<file path="src/hdl/gpid_pkg.sv">
// Shared types and constants for the GPIO port interrupt detect block.
package gpid_pkg;

    localparam int PORT_W = 8;

    typedef enum logic [1:0] {
        OP_READ   = 2'd0,
        OP_WRITE  = 2'd1,
        OP_SAMPLE = 2'd2
    } t_op;

    localparam logic [3:0] REG_DATA     = 4'd0;
    localparam logic [3:0] REG_DIR      = 4'd1;
    localparam logic [3:0] REG_SENSE    = 4'd2;
    localparam logic [3:0] REG_BOTHEDGE = 4'd3;
    localparam logic [3:0] REG_EVENT    = 4'd4;
    localparam logic [3:0] REG_MASK     = 4'd5;
    localparam logic [3:0] REG_RAW      = 4'd6;
    localparam logic [3:0] REG_MASKED   = 4'd7;
    localparam logic [3:0] REG_CLEAR    = 4'd8;
    localparam logic [3:0] REG_ALT      = 4'd9;
    localparam logic [3:0] REG_DEN      = 4'd10;
    localparam logic [3:0] REG_PULLUP   = 4'd11;
    localparam logic [3:0] REG_PULLDOWN = 4'd12;

    typedef struct packed {
        logic [1:0]        opcode;
        logic [3:0]        reg_select;
        logic [PORT_W-1:0] data_mask;
        logic [PORT_W-1:0] write_value;
        logic [PORT_W-1:0] pin_levels;
    } t_in_item;

    typedef struct packed {
        logic [PORT_W-1:0] read_value;
        logic [PORT_W-1:0] pin_drive;
        logic [PORT_W-1:0] pin_output_enable;
        logic [PORT_W-1:0] pull_up_enable;
        logic [PORT_W-1:0] pull_down_enable;
        logic              interrupt_request;
    } t_out_item;

endpackage

</file>
<file path="src/hdl/gpid_in_if.sv">
// Valid/ready channel that carries one input item.
interface gpid_in_if;
    logic                valid;
    logic                ready;
    gpid_pkg::t_in_item  data;

    modport source (output valid, output data, input ready);
    modport sink   (input valid, input data, output ready);
endinterface

</file>
<file path="src/hdl/gpid_out_if.sv">
// Valid/ready channel that carries one result item.
interface gpid_out_if;
    logic                valid;
    logic                ready;
    gpid_pkg::t_out_item data;

    modport source (output valid, output data, input ready);
    modport sink   (input valid, input data, output ready);
endinterface

</file>
<file path="src/hdl/gpid_core.sv">
// Port register file, pin sampling and interrupt detection for one item per cycle while i_advance is high.
module gpid_core #(
    parameter int PIN_COUNT = 8
) (
    input  logic                i_clk,
    input  logic                i_rst_n,
    input  logic                i_advance,
    input  gpid_pkg::t_in_item  i_item,
    output gpid_pkg::t_out_item o_result
);
    localparam int PinBits = (PIN_COUNT < gpid_pkg::PORT_W) ? PIN_COUNT : gpid_pkg::PORT_W;
    localparam logic [gpid_pkg::PORT_W-1:0] PinMask =
        gpid_pkg::PORT_W'((64'd1 << PinBits) - 64'd1);

    logic [gpid_pkg::PORT_W-1:0] r_data, r_dir, r_sense, r_both, r_event, r_mask;
    logic [gpid_pkg::PORT_W-1:0] r_raw, r_alt, r_den, r_pu, r_pd, r_prev;
    logic [gpid_pkg::PORT_W-1:0] n_data, n_dir, n_sense, n_both, n_event, n_mask;
    logic [gpid_pkg::PORT_W-1:0] n_raw, n_alt, n_den, n_pu, n_pd, n_prev;

    logic [gpid_pkg::PORT_W-1:0] dmask, wval, pins, rd;
    logic [gpid_pkg::PORT_W-1:0] now, rise, fall, single, edge_hit, level, edge_part;

    assign dmask = i_item.data_mask & PinMask;
    assign wval  = i_item.write_value & PinMask;
    assign pins  = i_item.pin_levels & PinMask;

    // sample detection terms
    assign now       = pins & r_den;
    assign rise      = now & ~r_prev;
    assign fall      = r_prev & ~now;
    assign single    = (rise & r_event) | (fall & ~r_event);
    assign edge_hit  = (r_both & (rise | fall)) | (~r_both & single);
    assign level     = (now & r_event) | (~now & ~r_event);
    assign edge_part = (r_raw | edge_hit) & ~r_sense;

    always_comb begin
        n_data  = r_data;
        n_dir   = r_dir;
        n_sense = r_sense;
        n_both  = r_both;
        n_event = r_event;
        n_mask  = r_mask;
        n_raw   = r_raw;
        n_alt   = r_alt;
        n_den   = r_den;
        n_pu    = r_pu;
        n_pd    = r_pd;
        n_prev  = r_prev;
        rd      = '0;
        case (i_item.opcode)
            gpid_pkg::OP_READ: begin
                case (i_item.reg_select)
                    gpid_pkg::REG_DATA:
                        rd = ((r_data & r_dir) | (pins & r_den & ~r_dir)) & dmask;
                    gpid_pkg::REG_DIR:      rd = r_dir;
                    gpid_pkg::REG_SENSE:    rd = r_sense;
                    gpid_pkg::REG_BOTHEDGE: rd = r_both;
                    gpid_pkg::REG_EVENT:    rd = r_event;
                    gpid_pkg::REG_MASK:     rd = r_mask;
                    gpid_pkg::REG_RAW:      rd = r_raw;
                    gpid_pkg::REG_MASKED:   rd = r_raw & r_mask;
                    gpid_pkg::REG_ALT:      rd = r_alt;
                    gpid_pkg::REG_DEN:      rd = r_den;
                    gpid_pkg::REG_PULLUP:   rd = r_pu;
                    gpid_pkg::REG_PULLDOWN: rd = r_pd;
                    default:                rd = '0;
                endcase
            end
            gpid_pkg::OP_WRITE: begin
                case (i_item.reg_select)
                    gpid_pkg::REG_DATA:     n_data  = (r_data & ~dmask) | (wval & dmask);
                    gpid_pkg::REG_DIR:      n_dir   = wval;
                    gpid_pkg::REG_SENSE:    n_sense = wval;
                    gpid_pkg::REG_BOTHEDGE: n_both  = wval;
                    gpid_pkg::REG_EVENT:    n_event = wval;
                    gpid_pkg::REG_MASK:     n_mask  = wval;
                    gpid_pkg::REG_CLEAR:    n_raw   = r_raw & ~wval;
                    gpid_pkg::REG_ALT:      n_alt   = wval;
                    gpid_pkg::REG_DEN:      n_den   = wval;
                    // pull-up and pull-down exclude each other
                    gpid_pkg::REG_PULLUP: begin
                        n_pu = wval;
                        n_pd = r_pd & ~wval;
                    end
                    gpid_pkg::REG_PULLDOWN: begin
                        n_pd = wval;
                        n_pu = r_pu & ~wval;
                    end
                    default: ;
                endcase
            end
            gpid_pkg::OP_SAMPLE: begin
                n_raw  = edge_part | (level & r_sense);
                n_prev = now;
            end
            default: ;
        endcase
    end

    always_ff @(posedge i_clk) begin
        if (!i_rst_n) begin
            r_data  <= '0;
            r_dir   <= '0;
            r_sense <= '0;
            r_both  <= '0;
            r_event <= '0;
            r_mask  <= '0;
            r_raw   <= '0;
            r_alt   <= '0;
            r_den   <= '0;
            r_pu    <= '0;
            r_pd    <= '0;
            r_prev  <= '0;
        end else if (i_advance) begin
            r_data  <= n_data;
            r_dir   <= n_dir;
            r_sense <= n_sense;
            r_both  <= n_both;
            r_event <= n_event;
            r_mask  <= n_mask;
            r_raw   <= n_raw;
            r_alt   <= n_alt;
            r_den   <= n_den;
            r_pu    <= n_pu;
            r_pd    <= n_pd;
            r_prev  <= n_prev;
        end
    end

    // result reflects the state after this item
    always_comb begin
        o_result.read_value        = rd & PinMask;
        o_result.pin_drive         = n_data & n_dir & PinMask;
        o_result.pin_output_enable = n_dir & n_den & ~n_alt & PinMask;
        o_result.pull_up_enable    = n_pu & PinMask;
        o_result.pull_down_enable  = n_pd & PinMask;
        o_result.interrupt_request = |(n_raw & n_mask & PinMask);
    end

endmodule

</file>
<file path="src/hdl/gpio_port_interrupt_detect_unit.sv">
// Top level of the GPIO port with edge and level interrupt detection.
//
// Usage:
//   i_in  carries one item per handshake: a register read, a register write
//         or a pin level sample tick, selected by opcode.
//   o_out carries one result per item: read data (zero unless a read), the
//         pin drive, output enable and pull enables, and the interrupt request,
//         all as they stand after the item has taken effect.
// Path: an accepted item lands in the input register, is processed and
//   registered in the result register, and is then offered on o_out.
// Throughput: one item per cycle while o_out is not stalled; every item is
//   a few bitwise register updates done in the single stage between the
//   input and result registers.
// Stall: while o_out is stalled the result register holds and the input
//   register can still take one more item; i_in.ready drops only when both
//   are full.
// Reset: synchronous, active low; all port registers, the previous pin sample
//   and both valid flags clear to zero.
module gpio_port_interrupt_detect_unit #(
    parameter int PIN_COUNT = 8
) (
    input  logic       i_clk,
    input  logic       i_rst_n,
    gpid_in_if.sink    i_in,
    gpid_out_if.source o_out
);
    logic                r_in_valid;
    gpid_pkg::t_in_item  r_in;
    logic                r_out_valid;
    gpid_pkg::t_out_item r_out;
    gpid_pkg::t_out_item result;
    logic                advance;
    logic                in_fire;

    // move the held item into the result register when that register frees
    assign advance    = r_in_valid && (!r_out_valid || o_out.ready);
    assign i_in.ready = !r_in_valid || advance;
    assign in_fire    = i_in.valid && i_in.ready;

    gpid_core #(
        .PIN_COUNT (PIN_COUNT)
    ) u_core (
        .i_clk     (i_clk),
        .i_rst_n   (i_rst_n),
        .i_advance (advance),
        .i_item    (r_in),
        .o_result  (result)
    );

    always_ff @(posedge i_clk) begin
        if (!i_rst_n) begin
            r_in_valid  <= 1'b0;
            r_out_valid <= 1'b0;
        end else begin
            if (in_fire) begin
                r_in_valid <= 1'b1;
            end else if (advance) begin
                r_in_valid <= 1'b0;
            end
            if (advance) begin
                r_out_valid <= 1'b1;
            end else if (o_out.ready) begin
                r_out_valid <= 1'b0;
            end
        end
    end

    always_ff @(posedge i_clk) begin
        if (in_fire) begin
            r_in <= i_in.data;
        end
        if (advance) begin
            r_out <= result;
        end
    end

    assign o_out.valid = r_out_valid;
    assign o_out.data  = r_out;

endmodule

</file>
<file path="src/flat_wrapper.sv">
// flat-port wrapper written by rule: the top's interface ports become plain ports
module gpio_port_interrupt_detect_unit_flat 
#(
    parameter int PIN_COUNT = 8
)
  (i_clk, i_rst_n, i_in_valid, i_in_data, i_in_ready, o_out_valid, o_out_data, o_out_ready);
  gpid_in_if i_in_i ();
  gpid_out_if o_out_i ();
  input  logic i_clk;
  input  logic i_rst_n;
  input wire logic [$bits(i_in_i.valid)-1:0] i_in_valid;
  input wire logic [$bits(i_in_i.data)-1:0] i_in_data;
  output wire logic [$bits(i_in_i.ready)-1:0] i_in_ready;
  output wire logic [$bits(o_out_i.valid)-1:0] o_out_valid;
  output wire logic [$bits(o_out_i.data)-1:0] o_out_data;
  input wire logic [$bits(o_out_i.ready)-1:0] o_out_ready;
  assign i_in_i.valid = i_in_valid;
  assign i_in_i.data = i_in_data;
  assign i_in_ready = i_in_i.ready;
  assign o_out_valid = o_out_i.valid;
  assign o_out_data = o_out_i.data;
  assign o_out_i.ready = o_out_ready;
  gpio_port_interrupt_detect_unit #(.PIN_COUNT(PIN_COUNT)) u_core (.i_clk(i_clk), .i_rst_n(i_rst_n), .i_in(i_in_i), .o_out(o_out_i));
endmodule
</file>
<file path="config.mk">
export PLATFORM = sky130hd
export DESIGN_NAME = gpio_port_interrupt_detect_unit_flat
export DESIGN_NICKNAME = d
export VERILOG_FILES = /design/src/hdl/gpid_pkg.sv /design/src/hdl/gpid_in_if.sv /design/src/hdl/gpid_out_if.sv /design/src/hdl/gpid_core.sv /design/src/hdl/gpio_port_interrupt_detect_unit.sv /design/src/flat_wrapper.sv
export SDC_FILE = /design/constraint.sdc
export NUM_CORES = 1
export LEC_CHECK = 0
export ABC_AREA = 1
export BUFFER_PORTS_ARGS = -buffer_cell sky130_fd_sc_hd__buf_2
export CAP_MARGIN = 25
export CORE_ASPECT_RATIO = 1.5
export CORE_UTILIZATION = 54
export DETAILED_ROUTE_END_ITERATION = 8
export GPL_TIMING_DRIVEN = 0
export PLACE_DENSITY = 0.76
export SKIP_CTS_REPAIR_TIMING = 1
export SYNTH_ARGS = -nofsm -noshare
export SYNTH_HDL_FRONTEND = slang
export SYNTH_HIERARCHICAL = 1
export SYNTH_SLANG_ARGS = --single-unit
</file>
<file path="constraint.sdc">
create_clock -name i_clk -period 3.4 [get_ports i_clk]
set_input_delay 0.17 -clock i_clk [delete_from_list [all_inputs] [get_ports i_clk]]
set_output_delay 0.17 -clock i_clk [all_outputs]
set_load 0.1 [all_outputs]
</file>
==> results by group, run 1 <==
Finish
  • Post-layout net count: about 1300
  • Share of layout cells above drive strength 1: 0.1163
  • Area growth syn-to-layout: 18.97%
  • FILL cells: around 1300
  • # diodes: 0

Logic synthesis
  • YS warnings: 6
  • Synth top area cells: edfxtp_1, dfxtp_1, inv_1
  • Synth Register Bits: roughly 170
  • Ys async rst share: 0
  • Synth top area share: 0.2522
  • Mean Syn Cell Area: a little under 8 sq um
  • Ys flop type: dfxtp_1
  • EDFF count, synth: between 70 and 80
  • Seq/Total Area, Yosys: 0.4842
  • Syn Nets: 1151
  • Most frequent cells after synthesis: inv_1, nand2_1, a21oi_1
  • Syn Std Cell Area: approximately 8500 sq um
  • Syn Inst Count: between 1000 and 1500
  • Post-synth cell types: 28
  • Most numerous cell in the Yosys netlist: inv_1
  • Post-synth top area cell: edfxtp_1

Global routing
  • M3 GR Usage: 0.03896
  • Busiest grt layer: met2
  • Grt met1 use: 0.3498
  • Vias in the first global route: roughly 7500
  • Largest net degree at the start of global routing: 23
  • Global-route wire length before repair: ~37000 um
  • Gr ovfl total: 0
  • Gr usage total: 0.2999
  • Initial antenna violation count: 0
  • Met2 Use GR: 0.5213

Clocking
  • Clock sink total: ~170
  • H-tree level count: 4
  • Clk_lat worst skew: roughly 0.42 ns
  • Clock root cell: clkbuf_16
  • CTS tree: done
  • Total CTS buffers: 17
  • Maximum clock insertion buffer count: 2
  • Reg clk slew, reported paths: roughly 0.070 ns

Pwr
  • Pwr dens: a little under 500 nW/um^2
  • Leakage power: between 4 and 5 nW
  • Total Power: 4.969 mW
  • Max IR drop VDD: 0.0002943 V

STA
  • Clock skew: 0.007989 ns
  • RSZ-0062 raised after global routing: false
  • Fmax: around 380 MHz
  • Hold slack: -0.0004926 ns
  • Max-slew headroom: 0.4251
  • Actual slew at the worst max-slew pin: roughly 0.86 ns
  • Final hold vios: 1
  • Fin crit share: 0.7765
  • Max-slew violation count: 0
  • Period minus WS final: about 2.6 ns
  • Final Setup Violations: 0

Floorplan
  • Ports: 77
  • Die width: around 100 um
  • Core ar.: approximately 15000 sq um
  • Num rows: 55
  • Die Height: between 150 and 200 um
  • Starting Density: 0.5559
  • Die footprint: 16170 sq um

Worst setup path
  • Crit path capture type: register
  • CP Launch Type: register
  • CP Data Required Time: ~3.8 ns
  • Crit Path Max Fanout: 22
  • Critical path type: reg2reg
  • Critical path arrival: between 3 and 4 ns

Drt
  • DRC: 0
  • Antenna-violating nets left: 0
  • Drt wl/cell: ~17 um
  • DRT iter0 DRCs: around 640
  • Drt via density: roughly 5.6
  • DR vias: slightly above 8000
  • Drt total wl: around 24000 um
  • Pre-antenna DRT Iters: 6

Worst hold path
  • HP Class: in2reg

Place
  • Final GP Congestion: 0.9154
  • PortBufs: 76
  • DPL Wire Length: about 18000 um

Outcome
  • Failing checks: negative hold slack
  • Status: complete, but fails checks

Run
  • MaxCap Viol Count: 0
## critical path, stage by stage, from the launching register on
cell and delay [ns]:
dfxtp_1 0.35, inv_1 0.08, a21oi_4 0.66, clkbuf_1 0.36, inv_1 0.17, buf_2 0.23, buf_1 0.31, a21oi_1 0.21
o21ai_0 0.11, inv_1 0.08
## cells by family after synthesis
family	share of synthesized area
AND/OR/NAND/NOR	0.1798
AO/OA/AOI/OAI	0.1831
buffers and inverters	0.1153
flip-flops	0.4842
adder cells (fa/ha/maj)	0.02812
multiplexers	0.009472
## layout make-up
class                   instances  area, sq um  area share
plain buffers                  43        197.7     0.01965
clock buffers                  18        450.4     0.04478
clock inverters                14        157.7     0.01567
inverters                     207        777.0     0.07725
multi-input cells             679         3397      0.3377
flip-flops and latches        169         4094      0.4070
well taps                     199        249.0     0.02475
repair buffers                108        735.7     0.07314
## stage by stage
step	std cells	setup TNS [ns]	instance area, sq um	worst slack, ns	utilization
6_report	1437	0	10060	0.7599	0.6614
4_1_cts	1407	0	9758	0.7779	0.6416
3_3_place_gp	1373	-4.636	9087	-0.1621	0.5975
5_1_grt	1437	0	10060	0.5362	0.6614
2_1_floorplan	1098	0	8458	0.3033	-
3_5_place_dp	1375	0	9150	0.8119	0.6016
## layout by cell type (no fill, tap or decap), types with 2 or more instances in the layout
master           n
inv_1          202
nand2_1        200
a21oi_1        113
o21ai_0        110
dfxtp_1         98
buf_2           87
nand3_1         74
edfxtp_1        71
nor2_1          68
dlygate4sd3_1   30
clkbuf_1        24
o21ai_1         24
o22ai_1         24
ha_1            19
clkbuf_16       18
o211ai_1         8
o2111ai_1        8
nand4_1          8
mux2i_1          8
inv_6            5
nor2_2           5
nand3_2          4
inv_2            4
buf_1            4
clkinvlp_4       2
bufinv_16        2
clkinv_4         2
clkinv_2         2
buf_16           2
buf_4            2
buf_6            2
o21ai_2          2
## state kept, by name (all words and copies together) (netlist names)
| name | count |
|---|---|
| u_core/u_core/r_mask | 8 |
| u_core/u_core/r_den | 8 |
| u_core/u_core/r_prev | 8 |
| u_core/o_out.valid | 1 |
| u_core/r_in | 30 |
| u_core/u_core/r_data | 8 |
| u_core/u_core/r_event | 8 |
| u_core/r_in_valid | 1 |
| u_core/u_core/r_sense | 8 |
| u_core/u_core/r_raw | 8 |
| u_core/u_core/r_dir | 8 |
| u_core/u_core/r_alt | 8 |
| u_core/u_core/r_both | 8 |
| u_core/o_out.data | 41 |
| u_core/u_core/r_pu | 8 |
| u_core/u_core/r_pd | 8 |
## where the power goes
| part | internal (mW) | switching, mW | total (mW) |
|---|---|---|---|
| Clock | 1.14 | 0.844 | 1.99 |
| Combinational | 0.185 | 0.498 | 0.683 |
| Sequential | 2.22 | 0.0754 | 2.30 |
| Total | 3.55 | 1.42 | 4.97 |
## worst paths after layout
check,from,end,slack [ns],depth (start not counted)
hold / removal,i_in_valid,u_core/r_in_valid$_SDFFE_PN0P_,-0.0005,3
setup reg to reg,u_core/r_in_valid$_SDFFE_PN0P_,u_core/u_core/r_alt[6]$_SDFFE_PN0P_,0.76,9
setup / recovery,u_core/r_in_valid$_SDFFE_PN0P_,u_core/u_core/r_alt[6]$_SDFFE_PN0P_,0.76,9
hold reg to reg,u_core/u_core/r_prev[7]$_SDFFE_PN0P_,u_core/u_core/r_prev[7]$_SDFFE_PN0P_,0.48,2
## layer usage
metal,vias to the layer above,wire (um)
met4,0,1255
met1,3729,9178
met3,97,1576
met5,-,0
li1,3868,-
met2,395,12110
Power figures use the tool's default switching activity.
==> inputs of run 2 (changes only) <==
--- a/config.mk
+++ b/config.mk
@@ -9,10 +9,10 @@
 export BUFFER_PORTS_ARGS = -buffer_cell sky130_fd_sc_hd__buf_2
 export CAP_MARGIN = 25
 export CORE_ASPECT_RATIO = 1.5
-export CORE_UTILIZATION = 54
+export CORE_UTILIZATION = 60
 export DETAILED_ROUTE_END_ITERATION = 8
 export GPL_TIMING_DRIVEN = 0
-export PLACE_DENSITY = 0.76
+export PLACE_DENSITY = 0.8
 export SKIP_CTS_REPAIR_TIMING = 1
 export SYNTH_ARGS = -nofsm -noshare
 export SYNTH_HDL_FRONTEND = slang
==> constraint.sdc (replaced) <==
create_clock -name i_clk -period 2.6 [get_ports i_clk]
set_input_delay 0.13 -clock i_clk [delete_from_list [all_inputs] [get_ports i_clk]]
set_output_delay 0.13 -clock i_clk [all_outputs]
set_load 0.1 [all_outputs]
==> run 2 against run 1 <==
The run now ends clean. Fmax grew 14%. Design area shrank 0.30%. Core utilization grew 7.6 points. Clock power grew 25%. First-iteration DRC count grew 32%. Global-route usage grew 2.0 points. Combinational power grew 33%. Sequential cell count is the same. Routed wire length is essentially flat. Sequential share of layout area grew 0.13 points. Largest power group unchanged. Highest routed layer unchanged.
==> results by group, run 2 (synthesis results as in run 1) <==
Worst setup path
  • CP Data Required Time: 2.91 ns (-0.86 ns)
  • Critical path arrival: 2.62 ns (-0.39 ns)
  • Worst-path cell chain: inv_1, ha_1, buf_2, nand2_1, inv_1, nand3_1, buf_2, o21ai_0, a21oi_1
  • CP Launch Type: register
  • Crit path capture type: register
  • CP max stage delay: 0.39 ns (-0.27 ns)
  • Crit-path slowest cell: edfxtp_1
  • Crit Path Max Fanout: 10 (-55%)
  • Critical path type: reg2reg

Clocking
  • Clock root cell: clkbuf_16
  • Maximum clock insertion buffer count: 2 (unchanged)
  • Clock sink total: 169 (unchanged)
  • H-tree level count: 4 (unchanged)
  • CTS tree: done
  • Clk_lat worst skew: 0.42 ns (about the same)
  • Reg clk slew, reported paths: 0.06 ns (about the same)
  • Total CTS buffers: 17 (unchanged)

STA
  • Period minus WS final: 2.316 ns (-0.3239 ns)
  • Actual slew at the worst max-slew pin: 0.7170 ns (-0.1433 ns)
  • Max-slew violation count: 0 (unchanged)
  • Final Setup Violations: 0 (unchanged)
  • Hold slack: 0.04527 ns (+0.04576 ns)
  • Clock skew: 0.007683 ns (-0.0003057 ns)
  • Max-slew headroom: 0.5215 (+0.09631)
  • Final hold vios: 0 (-1)
  • RSZ-0062 raised after global routing: false
  • Fin crit share: 0.8908 (+0.1144)
  • Fmax: 431.7 MHz (+14%)

Place
  • DPL Wire Length: 17490 um (-2.9%)
  • DP Cell Count: 1338 (-2.7%)
  • PortBufs: 76 (unchanged)
  • Final GP Congestion: 0.9858 (+7.7%)

Finish
  • Share of layout cells above drive strength 1: 0.1167 (+0.0004305)
  • # diodes: 0 (unchanged)
  • Finished Core Util: 0.7375 (+0.07611)
  • FILL cells: 1047 (-22%)
  • FF/Latch Area: 4095 sq um (about the same)
  • Leading cell type in the layout, fill and taps excluded: inv_1
  • Post-route insts no fill: 1404 (-2.3%)
  • Area growth syn-to-layout: 18.62%
  • Post-layout net count: 1282 (+0.31%)
  • Area of the multi-input gates: 3406 sq um (+0.26%)
  • Number of flip-flops in the largest register: 41 (unchanged)
  • Most frequent cells in the layout: inv_1, nand2_1, a21oi_1, o21ai_0, dfxtp_1

Drt
  • Drt via density: 5.845 (+3.8%)
  • DRC: 0 (unchanged)
  • Pre-antenna DRT Iters: 7 (+1)
  • DRT iter0 DRCs: 845 (+32%)
  • Antenna-violating nets left: 0 (unchanged)
  • DR vias: 8207 (+1.5%)
  • Drt wl/cell: 17.17 um (+2.3%)
  • Drt total wl: 24110 um (about the same)

Pwr
  • Leakage power: 4.576 nW (+0.17%)
  • Pwr dens: 639.1 nW/um^2 (+29%)
  • Max IR drop VDD: 0.0004090 V (+39%)
  • Total Power: 6.409 mW (+29%)

Global routing
  • Initial antenna violation count: 0 (unchanged)
  • Gr ovfl total: 0 (unchanged)
  • Gr usage total: 0.3200 (+0.02011)
  • Global-route wire length before repair: 35740 um (-4.7%)
  • Vias in the first global route: 7330 (-2.0%)
  • Largest net degree at the start of global routing: 24 (+4.3%)

Outcome
  • Status: complete, no violations

Floorplan
  • Ports: 77 (unchanged)
  • Core ar.: 13600 sq um (-11%)
  • Num rows: 52 (-5.5%)
  • Die width: 98.92 um (-5.0%)
  • Starting Density: 0.6217 (+0.06583)
  • Die footprint: 14580 sq um (-9.8%)
  • Die Height: 147.4 um (-5.1%)

Run
  • MaxCap Viol Count: 0 (unchanged)

Worst hold path
  • HP Class: in2reg
## run 2: area by class of cell
class,instances,area share
multi-input combinational,680,0.3396
timing repair buffer,111,0.07586
tap,162,0.02021
inverter,207,0.07748
buffer,43,0.01971
clock inverter,8,0.008609
sequential,169,0.4084
clock buffer,24,0.05016
## run 2: power breakdown
group / internal [mW] / total (mW) / switching, mW
Clock: 1.46 / 2.49 / 1.03
Combinational: 0.246 / 0.908 / 0.662
Sequential: 2.91 / 3.01 / 0.0992
Total: 4.62 / 6.41 / 1.79
## run 2: worst max-delay path, delay by kind of cell, from the launching register on
| family | cells | cell delay (ns) |
|---|---|---|
| buffers and inverters | 4 | 0.86 |
| and+or+nand+nor | 2 | 0.40 |
| DFF | 1 | 0.39 |
| AOI/OAI and AO/OA | 2 | 0.23 |
| adders and majority gates | 1 | 0.31 |
## run 2: path summary, 6_finish.rpt
kind / startpoint / end / slack, ns / depth (start not counted)
setup reg to reg: u_core/r_in[29]$_DFFE_PP_ / u_core/u_core/r_event[6]$_SDFFE_PN0P_ / 0.28 / 9
setup / recovery: u_core/r_in[29]$_DFFE_PP_ / u_core/u_core/r_event[6]$_SDFFE_PN0P_ / 0.28 / 9
hold reg to reg: u_core/u_core/r_prev[7]$_SDFFE_PN0P_ / u_core/u_core/r_prev[7]$_SDFFE_PN0P_ / 0.49 / 2
hold / removal: i_rst_n / u_core/r_in_valid$_SDFFE_PN0P_ / 0.05 / 3
## run 2: metal layers
metal | track usage | part of all wire | vias to the layer above | wire length (um)
met5 | 0 | 0 | - | 0
met4 | 0.2030 | 0.052 | 0 | 1265
met3 | 0.05343 | 0.086 | 115 | 2078
met2 | 0.5531 | 0.49 | 503 | 11870
met1 | 0.3652 | 0.37 | 3709 | 8895
li1 | - | - | 3880 | -
## run 2: stage by stage
stage	instance area [sq um]	setup TNS (ns)	worst slack (ns)
after floorplan	8467	0	0.1907
after global placement	9050	-12.89	-0.3077
after detailed placement	9105	-0.02632	-0.02114
after CTS	9694	-0.02987	-0.01862
after global routing	10030	0	0.06723
final	10030	0	0.2838
